[src/hdl/bmg_pkg.sv]
`default_nettype none
package bmg_pkg;

  localparam int CODE_W    = 16;
  localparam int GAIN_W    = 16;
  localparam int SAMPLE_W  = 20;

  // log2 datapath
  localparam int FRAC_W    = 28;
  localparam int LOG_W     = 32;               // Q4.28
  localparam int MANT_W    = 32;               // Q1.31 mantissa
  localparam int LOG_LAT   = FRAC_W + 1;
  localparam int S_W       = 33;               // -2 ln u, Q28

  // square root datapath
  localparam int SQ_IN_W   = S_W + 4;
  localparam int SQ_STEPS  = (SQ_IN_W + 1) / 2;
  localparam int SQ_LAT    = SQ_STEPS + 1;
  localparam int RAD_W     = SQ_STEPS;         // radius, Q16
  localparam int RAD_LAT   = LOG_LAT + 2 + SQ_LAT;

  // trig datapath
  localparam int ANG_W     = 30;               // Q30 angle and x^2
  localparam int Q30_W     = 31;               // holds 1.0 in Q30
  localparam int TRIG_LAT  = 19;

  localparam int SCALE_LAT = 3;

  localparam logic [GAIN_W-1:0] GAIN_RESET  = 16'd256;
  localparam logic [30:0]       TWO_LN2_Q30 = 31'd1488522236;
  localparam logic [31:0]       PI_Q30      = 32'd3373259426;
  localparam logic [Q30_W-1:0]  Q30_ONE     = 31'h4000_0000;

  typedef struct packed {
    logic [Q30_W-1:0] cmag;
    logic [Q30_W-1:0] smag;
    logic             cneg;
    logic             sneg;
  } trig_t;

endpackage
`default_nettype wire

[src/hdl/bmg_isqrt.sv]
`default_nettype none
module bmg_isqrt (
  input  logic                         clk,
  input  logic                         rst_n,
  input  logic                         in_valid,
  input  logic [bmg_pkg::SQ_IN_W-1:0]  in_n,
  output logic                         out_valid,
  output logic [bmg_pkg::RAD_W-1:0]    out_root
);
  import bmg_pkg::*;

  localparam int ACC_W = SQ_IN_W + 1;

  logic               vld_r  [SQ_STEPS+1];
  logic [SQ_IN_W-1:0] rem_r  [SQ_STEPS+1];
  logic [ACC_W-1:0]   root_r [SQ_STEPS+1];

  always_ff @(posedge clk) begin
    if (!rst_n) begin
      vld_r[0] <= 1'b0;
    end else begin
      vld_r[0] <= in_valid;
    end
  end

  always_ff @(posedge clk) begin
    rem_r[0]  <= in_n;
    root_r[0] <= '0;
  end

  // one result bit per stage, trial bit falls by a factor of four
  for (genvar g = 0; g < SQ_STEPS; g++) begin : g_step
    localparam logic [ACC_W-1:0] BIT = ACC_W'(1) << (2 * (SQ_STEPS - 1 - g));
    logic [ACC_W-1:0] trial;
    logic [ACC_W-1:0] diff;
    logic             fits;

    assign trial = root_r[g] + BIT;
    assign fits  = {1'b0, rem_r[g]} >= trial;
    assign diff  = {1'b0, rem_r[g]} - trial;

    always_ff @(posedge clk) begin
      if (!rst_n) begin
        vld_r[g+1] <= 1'b0;
      end else begin
        vld_r[g+1] <= vld_r[g];
      end
    end

    always_ff @(posedge clk) begin
      rem_r[g+1]  <= fits ? diff[SQ_IN_W-1:0] : rem_r[g];
      root_r[g+1] <= fits ? (root_r[g] >> 1) + BIT : root_r[g] >> 1;
    end
  end

  assign out_valid = vld_r[SQ_STEPS];
  assign out_root  = root_r[SQ_STEPS][RAD_W-1:0];

endmodule
`default_nettype wire

[config.mk]
export PLATFORM = sky130hd
export DESIGN_NAME = bmg_isqrt
export DESIGN_NICKNAME = d
export VERILOG_FILES = /design/src/hdl/bmg_pkg.sv /design/src/hdl/bmg_isqrt.sv
export SDC_FILE = /design/constraint.sdc
export NUM_CORES = 1
export LEC_CHECK = 0
export BUFFER_PORTS_ARGS = -buffer_cell sky130_fd_sc_hd__buf_2
export CAP_MARGIN = 25
export CORE_AREA = 2 2 259 388
export DETAILED_ROUTE_END_ITERATION = 6
export DIE_AREA = 0 0 261 390
export PLACE_DENSITY_LB_ADDON = 0.3
export SLEW_MARGIN = 0
export SYNTH_ARGS = -nofsm -noshare
export SYNTH_HDL_FRONTEND = slang
export SYNTH_SLANG_ARGS = --single-unit
export TNS_END_PERCENT = 1
[constraint.sdc]
create_clock -name clk -period 3.6 [get_ports clk]
set_clock_uncertainty 0.2 [all_clocks]
set_input_delay 0 -clock clk [delete_from_list [all_inputs] [get_ports clk]]
set_output_delay 0 -clock clk [all_outputs]
set_load 0.03 [all_outputs]
======== Word-level counts from Yosys, hierarchy flattened ========
Memory sizes are Yosys's and may differ from the RTL's.
Index checks and enable logic that the tools add are counted.
word-level totals
  register bits ........................... 0
  bits in latches ......................... 0
  RAM bits ................................ 1520
  memory bits (read-only) ................. 0
  input port bits ......................... 40
  memories ................................ 3
memories
  memory  words  bits a word  read ports  clocked after memory_dff  write ports  line             RTL
  root_r  20     38           20          0                         20           bmg_isqrt.sv:16  logic [ACC_W-1:0] root_r [SQ_STEPS+1];
  rem_r   20     37           19          0                         20           bmg_isqrt.sv:15  logic [SQ_IN_W-1:0] rem_r [SQ_STEPS+1];
  vld_r   20     1            20          0                         20           bmg_isqrt.sv:14  logic vld_r [SQ_STEPS+1];
cells by class
  add/subtract/negate cells ............... 57
  multipliers ............................. 0
  div/mod/pow operators ................... 0
  $lt $le $gt $ge ......................... 19
  equality and inequality tests ........... 0
  shift-type cells ........................ 0
  multiplexer cells ....................... 60
  bitwise logic cells ..................... 20
  reductions and logical operators ........ 0
operators with widths
  operator                count
  $ge 37x38->1            19
  $mux 38                 19
  $mux 37                 19
  $sub 37x37->37          19
  $add 37x1->38 const B   1
  $add 37x11->38 const B  1
  $add 37x13->38 const B  1
  $add 37x15->38 const B  1
  $add 37x17->38 const B  1
  $add 37x19->38 const B  1
  $add 37x21->38 const B  1
  $add 37x23->38 const B  1
  $add 37x25->38 const B  1
  $add 37x27->38 const B  1
  $add 37x29->38 const B  1
  $add 37x3->38 const B   1
  $add 37x31->38 const B  1
  $add 37x33->38 const B  1
  $add 37x35->38 const B  1
  $add 37x37->38 const B  1
  $add 37x5->38 const B   1
  $add 37x7->38 const B   1
  $add 37x9->38 const B   1
  $add 38x1->38 const B   1
  20 further kinds        60

======== Longest topological paths before layout ========
Gate-level depths: netlist of run 1.
  depth in word-level cells ............... 3
  gate-level depth with buffers ........... 12

======== Worst setup path before layout of run 1 ========
No wires, ideal clock.
  path type ............................... register to register
  start ................................... memory root_r[10][18] in the netlist's numbering
  end ..................................... memory rem_r[11][31] in the netlist's numbering
  library setup time ...................... 0.074 ns
  arrival time ............................ 2.921 ns
  data required time ...................... 3.326 ns
  slack ................................... 0.405 ns
  stages on the path, launching flop included .. 12
  buffers on the path ..................... 2
  path through ............................ dfxtp_1 > inv_1 > ha_1 > nor2b_1 > o31a_1 > o21ba_2 > o311a_1 > or4b_2 > clkbuf_1 > clkbuf_1 > nand3_1 > xnor2_1
RTL lines
  element      line
  from (decl)  bmg_isqrt.sv:16
  to (decl)    bmg_isqrt.sv:15

==> results of run 1 <==
-- worst max-delay path, cell delays in order, from the launching register on --
cell and delay, ns:
sky130_fd_sc_hd__dfxtp_1 0.34, sky130_fd_sc_hd__nor4_1 0.52, sky130_fd_sc_hd__nand2b_1 0.17, sky130_fd_sc_hd__or4_1 0.46, sky130_fd_sc_hd__nor4_1 0.41, sky130_fd_sc_hd__nor3b_4 0.55, sky130_fd_sc_hd__buf_12 0.25, sky130_fd_sc_hd__mux2_2 0.35
-- layout by cell type (no fill, tap or decap), types with 22 or more instances in the layout --
cell                              n
sky130_fd_sc_hd__and2_1          29
sky130_fd_sc_hd__a21o_1          43
sky130_fd_sc_hd__nand4_1         54
sky130_fd_sc_hd__or3_1           25
sky130_fd_sc_hd__xnor2_1        135
sky130_fd_sc_hd__nor2_1         186
sky130_fd_sc_hd__a211oi_1        28
sky130_fd_sc_hd__buf_2           59
sky130_fd_sc_hd__ha_1           205
sky130_fd_sc_hd__dlygate4sd3_1   78
sky130_fd_sc_hd__dfxtp_1        913
sky130_fd_sc_hd__nor3_1          95
sky130_fd_sc_hd__clkbuf_16       85
sky130_fd_sc_hd__xor2_1         112
sky130_fd_sc_hd__inv_1          258
sky130_fd_sc_hd__nand2b_1        37
sky130_fd_sc_hd__nor4_1          97
sky130_fd_sc_hd__mux2_2          28
sky130_fd_sc_hd__buf_4           55
sky130_fd_sc_hd__o21ai_0        155
sky130_fd_sc_hd__nand3_1         44
sky130_fd_sc_hd__nor2b_1         26
sky130_fd_sc_hd__a21oi_1        140
sky130_fd_sc_hd__nor4b_1         22
sky130_fd_sc_hd__nand2_1        206
sky130_fd_sc_hd__o21a_1          46
sky130_fd_sc_hd__o31ai_1         32
-- cell type report --
cell class / count / area (sq um) / share of cell area [%]
Multi-Input combinational cell: 1995 / 13780 / 35.05
Inverter: 259 / 974.7 / 2.479
Tap cell: 1287 / 1610 / 4.095
Sequential cell: 913 / 18280 / 46.48
Clock inverter: 43 / 675.6 / 1.718
Timing Repair Buffer: 198 / 1609 / 4.092
Clock buffer: 111 / 2395 / 6.090
-- metal layers --
metal,share of wire (%),track usage [%]
met5,0,0
met1,31,11.55
met2,60,33.41
met3,2.5,2.310
met4,7.1,10.36
-- state kept, by name, summed over array words and instances (netlist names) --
signal / flops
root_r: 190
vld_r: 20
rem_r: 703
-- cell families (layout without fill, tap and decap cells) --
| group | after synthesis | in the layout | share of synthesized area, % |
|---|---|---|---|
| adders and majority gates | 206 | 206 | 7.792 |
| DFF | 913 | 913 | 55.10 |
| muxes | 43 | 43 | 1.418 |
| buffers and inverters | 305 | 611 | 3.485 |
| and+or+nand+nor | 923 | 923 | 14.63 |
| xor gates and xnor gates | 247 | 247 | 6.521 |
| AOI/OAI and AO/OA | 575 | 575 | 11.05 |
| other | 1 | 1 | 0.01130 |
-- power groups by stage --
stage | clock network (W) | registers [W] | logic (W)
after floorplan | 0 | 0.0138 | 0.00738
after global placement | 0 | 0.0145 | 0.00966
after detailed placement | 0 | 0.0146 | 0.00975
after CTS | 0.00989 | 0.0143 | 0.00985
after global routing | 0.0103 | 0.0146 | 0.0110
final | 0.00964 | 0.0143 | 0.00980
-- stage by stage --
step                total power [W]  utilization (%)  hold slack [ns]
floorplan                   0.02117                -          -0.1723
global placement            0.02420            36.03         -0.09805
detailed placement          0.02430            36.03         -0.09642
CTS                         0.03408            39.94          0.07194
global route                0.03584            39.95           0.1074
finish                      0.03376            39.95           0.1045
-- Yosys cell counts (13+ instances only) --
library cell / n
sky130_fd_sc_hd__a21boi_0: 14
sky130_fd_sc_hd__nor2b_1: 26
sky130_fd_sc_hd__nand3_1: 44
sky130_fd_sc_hd__mux2i_1: 14
sky130_fd_sc_hd__nor3_1: 95
sky130_fd_sc_hd__xnor2_1: 135
sky130_fd_sc_hd__ha_1: 205
sky130_fd_sc_hd__a21oi_1: 141
sky130_fd_sc_hd__o21ai_0: 155
sky130_fd_sc_hd__a211oi_1: 30
sky130_fd_sc_hd__o31ai_1: 32
sky130_fd_sc_hd__clkbuf_1: 35
sky130_fd_sc_hd__a21o_1: 43
sky130_fd_sc_hd__nor4b_1: 22
sky130_fd_sc_hd__xor2_1: 112
sky130_fd_sc_hd__and3_1: 16
sky130_fd_sc_hd__dfxtp_1: 913
sky130_fd_sc_hd__nand2_1: 206
sky130_fd_sc_hd__o211ai_1: 14
sky130_fd_sc_hd__mux2_2: 28
sky130_fd_sc_hd__a31oi_1: 15
sky130_fd_sc_hd__nand4_1: 54
sky130_fd_sc_hd__and2_1: 29
sky130_fd_sc_hd__nor2_1: 186
sky130_fd_sc_hd__nand3b_1: 13
sky130_fd_sc_hd__nor4_1: 97
sky130_fd_sc_hd__o21a_1: 46
sky130_fd_sc_hd__or3_1: 25
sky130_fd_sc_hd__or4_1: 18
sky130_fd_sc_hd__inv_1: 258
sky130_fd_sc_hd__nand2b_1: 37
-- final timing paths --
| path | from | to | slack, ns |
|---|---|---|---|
| min reg2reg | rem_r[6][10]$_DFF_P_ | rem_r[7][10]$_DFF_P_ | 0.11 |
| max reg2reg | rem_r[16][30]$_DFF_P_ | rem_r[17][15]$_DFF_P_ | 0.22 |
| min | rst_n | vld_r[1][1]$_DFF_P_ | 0.10 |
| max | rem_r[16][30]$_DFF_P_ | rem_r[17][15]$_DFF_P_ | 0.22 |
-- timing repair --
action | 4_1_cts | 5_1_grt
hold buffers | 78 | 0
setup endpoints to repair | 0 | 1
buffers inserted | 0 | 0
hold endpoints to repair | 57 | 0
gates resized for setup | 0 | 1
==> impl_summary.log, run 1 <==
INFO  metric clock_tree_from_tritoncts = done
INFO  metric synth_top_flop_cell = sky130_fd_sc_hd__dfxtp_1
INFO  metric comb_power_share = 29.0%
INFO  metric flow.area_growth_from_synthesis = 18.55%
INFO  metric core-area = 98440 sq um
INFO  metric cts_inserted_buffers = 85
INFO  metric dpl_cell_area = 35470 sq um
INFO  metric clockBufferDepth = 3
INFO  metric fin_tns_setup = 0 ns
INFO  metric drive_above_1_share = 9.463%
INFO  metric synth_seq_area_share = 55.10%
INFO  metric top_level_ports = 60
INFO  metric setup_violations = 0
INFO  metric num_vias = 22960
INFO  metric synthesis.instances = 3213
INFO  metric worst_hold_path_type = primary input to flip-flop
INFO  metric grt_first_pass_wirelength = 121500 um
INFO  metric path_class = flip-flop to flip-flop
INFO  metric number_of_antenna_violations_at_the_first_check_in_global_routing = 0
INFO  metric detail_route.wl_per_cell = 16.16 um
INFO  metric tightest_slew = 0.9122 ns
INFO  metric netlist_top_cells_area = sky130_fd_sc_hd__dfxtp_1, sky130_fd_sc_hd__ha_1, sky130_fd_sc_hd__xnor2_1
INFO  metric remaining_global_route_overflow = 0
INFO  metric avgViaCountPerCell = 4.778
INFO  metric grt_start_max_net_pins = 37
INFO  metric end_kind = flip-flop
INFO  metric place.port_buffers = 59
INFO  metric power.share.sequential = 42.4%
INFO  metric post-route-period-util = 93.87%
INFO  metric pwr-share-clk = 28.6%
INFO  metric fill_cells = 9625
INFO  metric hold_path_depth = 3
INFO  metric layout.cells.non_filler = 4806
INFO  metric vdd_ir_drop_max = 0.4686 mV
INFO  metric worst-path-max-fanout = 36
INFO  metric p_sw = 0.01112 W
INFO  metric layout_setup_ws = 0.2208 ns
INFO  metric fmaxAchievable = 0.2959 GHz
INFO  metric mean_instance_size_in_the_synthesized_netlist = 10.32 sq um
INFO  metric detail-route-antenna-nets = 0
INFO  metric placedCellCount = 4574
INFO  metric die-area = 101800 sq um
INFO  metric synthDistinctLibCells = 79
INFO  metric synthesis.area = 33170 sq um
INFO  metric insertion_delay = 0.68 ns
INFO  metric finalMaxSlewViolations = 0
INFO  metric synth_top_area_share = 55.10%
INFO  metric post-route-drc-count = 0
INFO  metric finalInstanceArea = 39330 sq um
INFO  metric yosysWarningCount = 0
INFO  metric floorplan.initialDensity = 33.70%
INFO  metric run_status = completed
INFO  metric die_y_extent = 390 um
INFO  metric start_kind = flip-flop
INFO  metric drt_iter0_drc = 809
INFO  metric leakage = 17.40 nW
INFO  metric ys_async_sr_fraction = 0%
INFO  metric min_period = 3.379 ns
INFO  metric p_int = 0.02264 W
INFO  metric worst_ep_arrival_time = 3.73 ns
INFO  metric power.density = 858.5 nW/um^2
INFO  metric clock_sinks = 913
INFO  metric syn-num-nets = 3459
INFO  metric worst_reg_to_reg_path_cell_count = 7
INFO  metric grt_setup_unrepaired = false
INFO  metric synth.largest_area_cell = sky130_fd_sc_hd__dfxtp_1
INFO  metric worst_ep_required_time = 3.95 ns
INFO  metric pre_cts_ws = 0.1628 ns
INFO  metric grtUsageTotal = 15.36%
INFO  metric cts.root.buffer_cell = sky130_fd_sc_hd__clkbuf_16
INFO  metric total_of_flip_flops_plus_latches_after_synthesis = 913
INFO  metric dpl.hpwl = 61530 um
INFO  metric max-slew-margin-rel = 38.55%
INFO  metric fin_nets = 3698
INFO  metric place_congestion = 0.8564
INFO  metric detailedRoute.firstPassIterationCount = 5
INFO  metric fp.dieW = 261 um
INFO  metric cts.clk_slew.worst_paths = 0.06 ns
INFO  metric num_rows = 141
INFO  metric number_of_hold_violations_in_the_final_report = 0
INFO  metric drv.max_cap_violation_count = 0
INFO  metric first_global_vias = 23830
INFO  metric switching_share = 32.94%
INFO  metric route.final.wire_length = 77680 um
INFO  metric h_tree_level_count = 3
INFO  metric antenna-diode-count = 0
INFO  metric synth-edff-count = 0
No activity file was read; power rests on OpenSTA's default activity.
==> run 2: changes to the inputs <==
--- a/config.mk
+++ b/config.mk
@@ -10,6 +10,7 @@
 export CORE_AREA = 2 2 259 388
 export DETAILED_ROUTE_END_ITERATION = 6
 export DIE_AREA = 0 0 261 390
+export MAX_ROUTING_LAYER = met4
 export PLACE_DENSITY_LB_ADDON = 0.3
 export SLEW_MARGIN = 0
 export SYNTH_ARGS = -nofsm -noshare
==> run 2 against run 1 <==
Power shrank 0.25%. Sequential power is essentially flat. Cell count grew 0.29%. Largest cell class unchanged.
==> impl_summary.log, run 2 (synthesis results as in run 1) <==
INFO  metric run_status = completed (unchanged)
INFO  metric fp.dieW = 261 um (unchanged)
INFO  metric worst_hold_path_type = flip-flop to flip-flop (was primary input to flip-flop)
INFO  metric number_of_antenna_violations_at_the_first_check_in_global_routing = 0 (unchanged)
INFO  metric min_period = 3.307 ns (was 3.379 ns)
INFO  metric clock_tree_from_tritoncts = done (unchanged)
INFO  metric power.density = 855.6 nW/um^2 (was 858.5 nW/um^2)
INFO  metric grt_first_pass_wirelength = 122300 um (was 121500 um)
INFO  metric insertion_delay = 0.68 ns (about the same)
INFO  metric worst-path-max-fanout = 36 (unchanged)
INFO  metric clock_sinks = 913 (unchanged)
INFO  metric grt_setup_unrepaired = false (unchanged)
INFO  metric worst_ep_required_time = 3.97 ns (was 3.95 ns)
INFO  metric worst_ep_arrival_time = 3.68 ns (was 3.73 ns)
INFO  metric tightest_slew = 0.8462 ns (was 0.9122 ns)
INFO  metric fin_nets = 3708 (was 3698)
INFO  metric cts.clk_slew.worst_paths = 0.06 ns (about the same)
INFO  metric mostFrequentLayoutCells = sky130_fd_sc_hd__dfxtp_1, sky130_fd_sc_hd__inv_1, sky130_fd_sc_hd__nand2_1 (unchanged)
INFO  metric flip_flop_count_of_the_largest_register_after_layout = 703 (unchanged)
INFO  metric cts_setup_buffers = 0 (unchanged)
INFO  metric setup_violations = 0 (unchanged)
INFO  metric flow.area_growth_from_synthesis = 18.65% (was 18.55%)
INFO  metric finalMaxSlewViolations = 0 (unchanged)
INFO  metric num_vias = 23030 (was 22960)
INFO  metric p_int = 0.02250 W (was 0.02264 W)
INFO  metric dpl.hpwl = 61890 um (was 61530 um)
INFO  metric path_class = flip-flop to flip-flop (unchanged)
INFO  metric cts_inserted_buffers = 87 (was 85)
INFO  metric detail-route-antenna-nets = 0 (unchanged)
INFO  metric layout_setup_ws = 0.2931 ns (was 0.2208 ns)
INFO  metric drive_above_1_share = 9.765% (was 9.463%)
INFO  metric max-slew-margin-rel = 42.99% (was 38.55%)
INFO  metric num_rows = 141 (unchanged)
INFO  metric post-route-drc-count = 0 (unchanged)
INFO  metric vdd_ir_drop_max = 0.4866 mV (was 0.4686 mV)
INFO  metric h_tree_level_count = 3 (unchanged)
INFO  metric cts.root.buffer_cell = sky130_fd_sc_hd__clkbuf_16 (unchanged)
INFO  metric leakage = 17.43 nW (was 17.40 nW)
INFO  metric core-area = 98440 sq um (unchanged)
INFO  metric largest_register = rem_r (unchanged)
INFO  metric grt_start_max_net_pins = 37 (unchanged)
INFO  metric fmaxAchievable = 0.3024 GHz (was 0.2959 GHz)
INFO  metric final_common_cell = sky130_fd_sc_hd__dfxtp_1 (unchanged)
INFO  metric drv.max_cap_violation_count = 0 (unchanged)
INFO  metric detail_route.wl_per_cell = 16.24 um (was 16.16 um)
INFO  metric avgViaCountPerCell = 4.778 (about the same)
INFO  metric first_global_vias = 23920 (was 23830)
INFO  metric fin_tns_setup = 0 ns (unchanged)
INFO  metric remaining_global_route_overflow = 0 (unchanged)
INFO  metric comb_power_share = 29.5% (was 29.0%)
INFO  metric drt_iter0_drc = 772 (was 809)
INFO  metric die-area = 101800 sq um (unchanged)
INFO  metric route.final.wire_length = 78270 um (was 77680 um)
INFO  metric post-route-period-util = 91.86% (was 93.87%)
INFO  metric layout.cells.non_filler = 4820 (was 4806)
INFO  metric place_congestion = 0.8951 (was 0.8564)
INFO  metric end_kind = flip-flop (unchanged)
INFO  metric number_of_hold_violations_in_the_final_report = 0 (unchanged)
INFO  metric detailedRoute.firstPassIterationCount = 7 (was 5)
INFO  metric power.share.sequential = 42.4% (about the same)
INFO  metric pre_cts_ws = 0.1784 ns (was 0.1628 ns)
INFO  metric die_y_extent = 390 um (unchanged)
INFO  metric placedCellCount = 4582 (was 4574)
INFO  metric place.port_buffers = 59 (unchanged)
INFO  metric pwr-share-clk = 28.1% (was 28.6%)
INFO  metric grtUsageTotal = 15.99% (was 15.36%)
INFO  metric antenna-diode-count = 0 (unchanged)
INFO  metric switching_share = 33.18% (was 32.94%)
INFO  metric clockBufferDepth = 3 (unchanged)
INFO  metric start_kind = flip-flop (unchanged)
INFO  metric top_regs = rem_r: 703 flops, root_r: 190 flops, vld_r: 20 flops (unchanged)
INFO  metric top_level_ports = 60 (unchanged)
INFO  metric p_sw = 0.01117 W (was 0.01112 W)
INFO  metric floorplan.initialDensity = 33.70% (unchanged)
==> run 2: cell count changes in the layout (fill, tap and decap cells not counted), sizes merged <==
cell / before / now
buf: 120 / 128
bufinv: 13 / 9
clkbuf: 111 / 115
clkinv: 21 / 27
clkinvlp: 3 / 6
inv: 265 / 262
==> run 2: area by class of cell <==
type                            instances  area (sq um)
Inverter                              259         974.7
Fill cell                            9554         59080
Multi-Input combinational cell       1995         13780
Clock inverter                         45         593.1
Tap cell                             1287          1610
Timing Repair Buffer                  206          1669
Sequential cell                       913         18280
Clock buffer                          115          2452
==> run 2: what timing repair did <==
item,4_1_cts,5_1_grt
resized for setup,0,1
endpoints found under the hold margin,57,0
setup endpoints to repair,0,3
hold buffers,78,0
==> run 2: metrics by stage <==
step                hold slack, ns  utilization (%)  cell area, sq um  total power, W
floorplan                  -0.1723                -             33170         0.02117
global placement          -0.09800            36.09             35530         0.02434
detailed placement        -0.09639            36.09             35530         0.02441
CTS                        0.08832            39.98             39350         0.03404
global route                0.1294            39.98             39360         0.03581
finish                      0.1235            39.98             39360         0.03368
==> run 2: routing by layer <==
layer	up-vias	global-route usage [%]	share of wire (%)	wire length, um
met1	10650	11.54	30	23640
li1	11690	-	-	-
met2	412	33.33	59	46290
met5	-	-	0	0
met3	268	2.330	2.8	2163
met4	0	11.86	7.9	6174
==> run 2: worst paths after layout <==
check | startpoint | to | slack (ns) | cells past startpoint
worst max register to register | rem_r[16][31]$_DFF_P_ | rem_r[17][15]$_DFF_P_ | 0.29 | 7
worst max-delay path | rem_r[16][31]$_DFF_P_ | rem_r[17][15]$_DFF_P_ | 0.29 | 7
worst min-delay path | rem_r[0][27]$_DFF_P_ | rem_r[1][27]$_DFF_P_ | 0.12 | 0
worst min register to register | rem_r[0][27]$_DFF_P_ | rem_r[1][27]$_DFF_P_ | 0.12 | 0
==> run 2: critical path, cell delays in order (launching register included) <==
cell	delay, ns
sky130_fd_sc_hd__dfxtp_1	0.33
sky130_fd_sc_hd__nor4_1	0.48
sky130_fd_sc_hd__nand2b_1	0.17
sky130_fd_sc_hd__or4_1	0.48
sky130_fd_sc_hd__nor4_1	0.40
sky130_fd_sc_hd__nor3b_4	0.54
sky130_fd_sc_hd__buf_12	0.25
sky130_fd_sc_hd__mux2_2	0.35
==> run 2: power groups by stage <==
stage          sequential (W)  clock, W  combinational, W
3_3_place_gp           0.0145         0           0.00985
5_1_grt                0.0145    0.0101            0.0111
4_1_cts                0.0143   0.00973            0.0100
2_1_floorplan          0.0138         0           0.00738
3_5_place_dp           0.0145         0           0.00992
6_report               0.0143   0.00946           0.00995
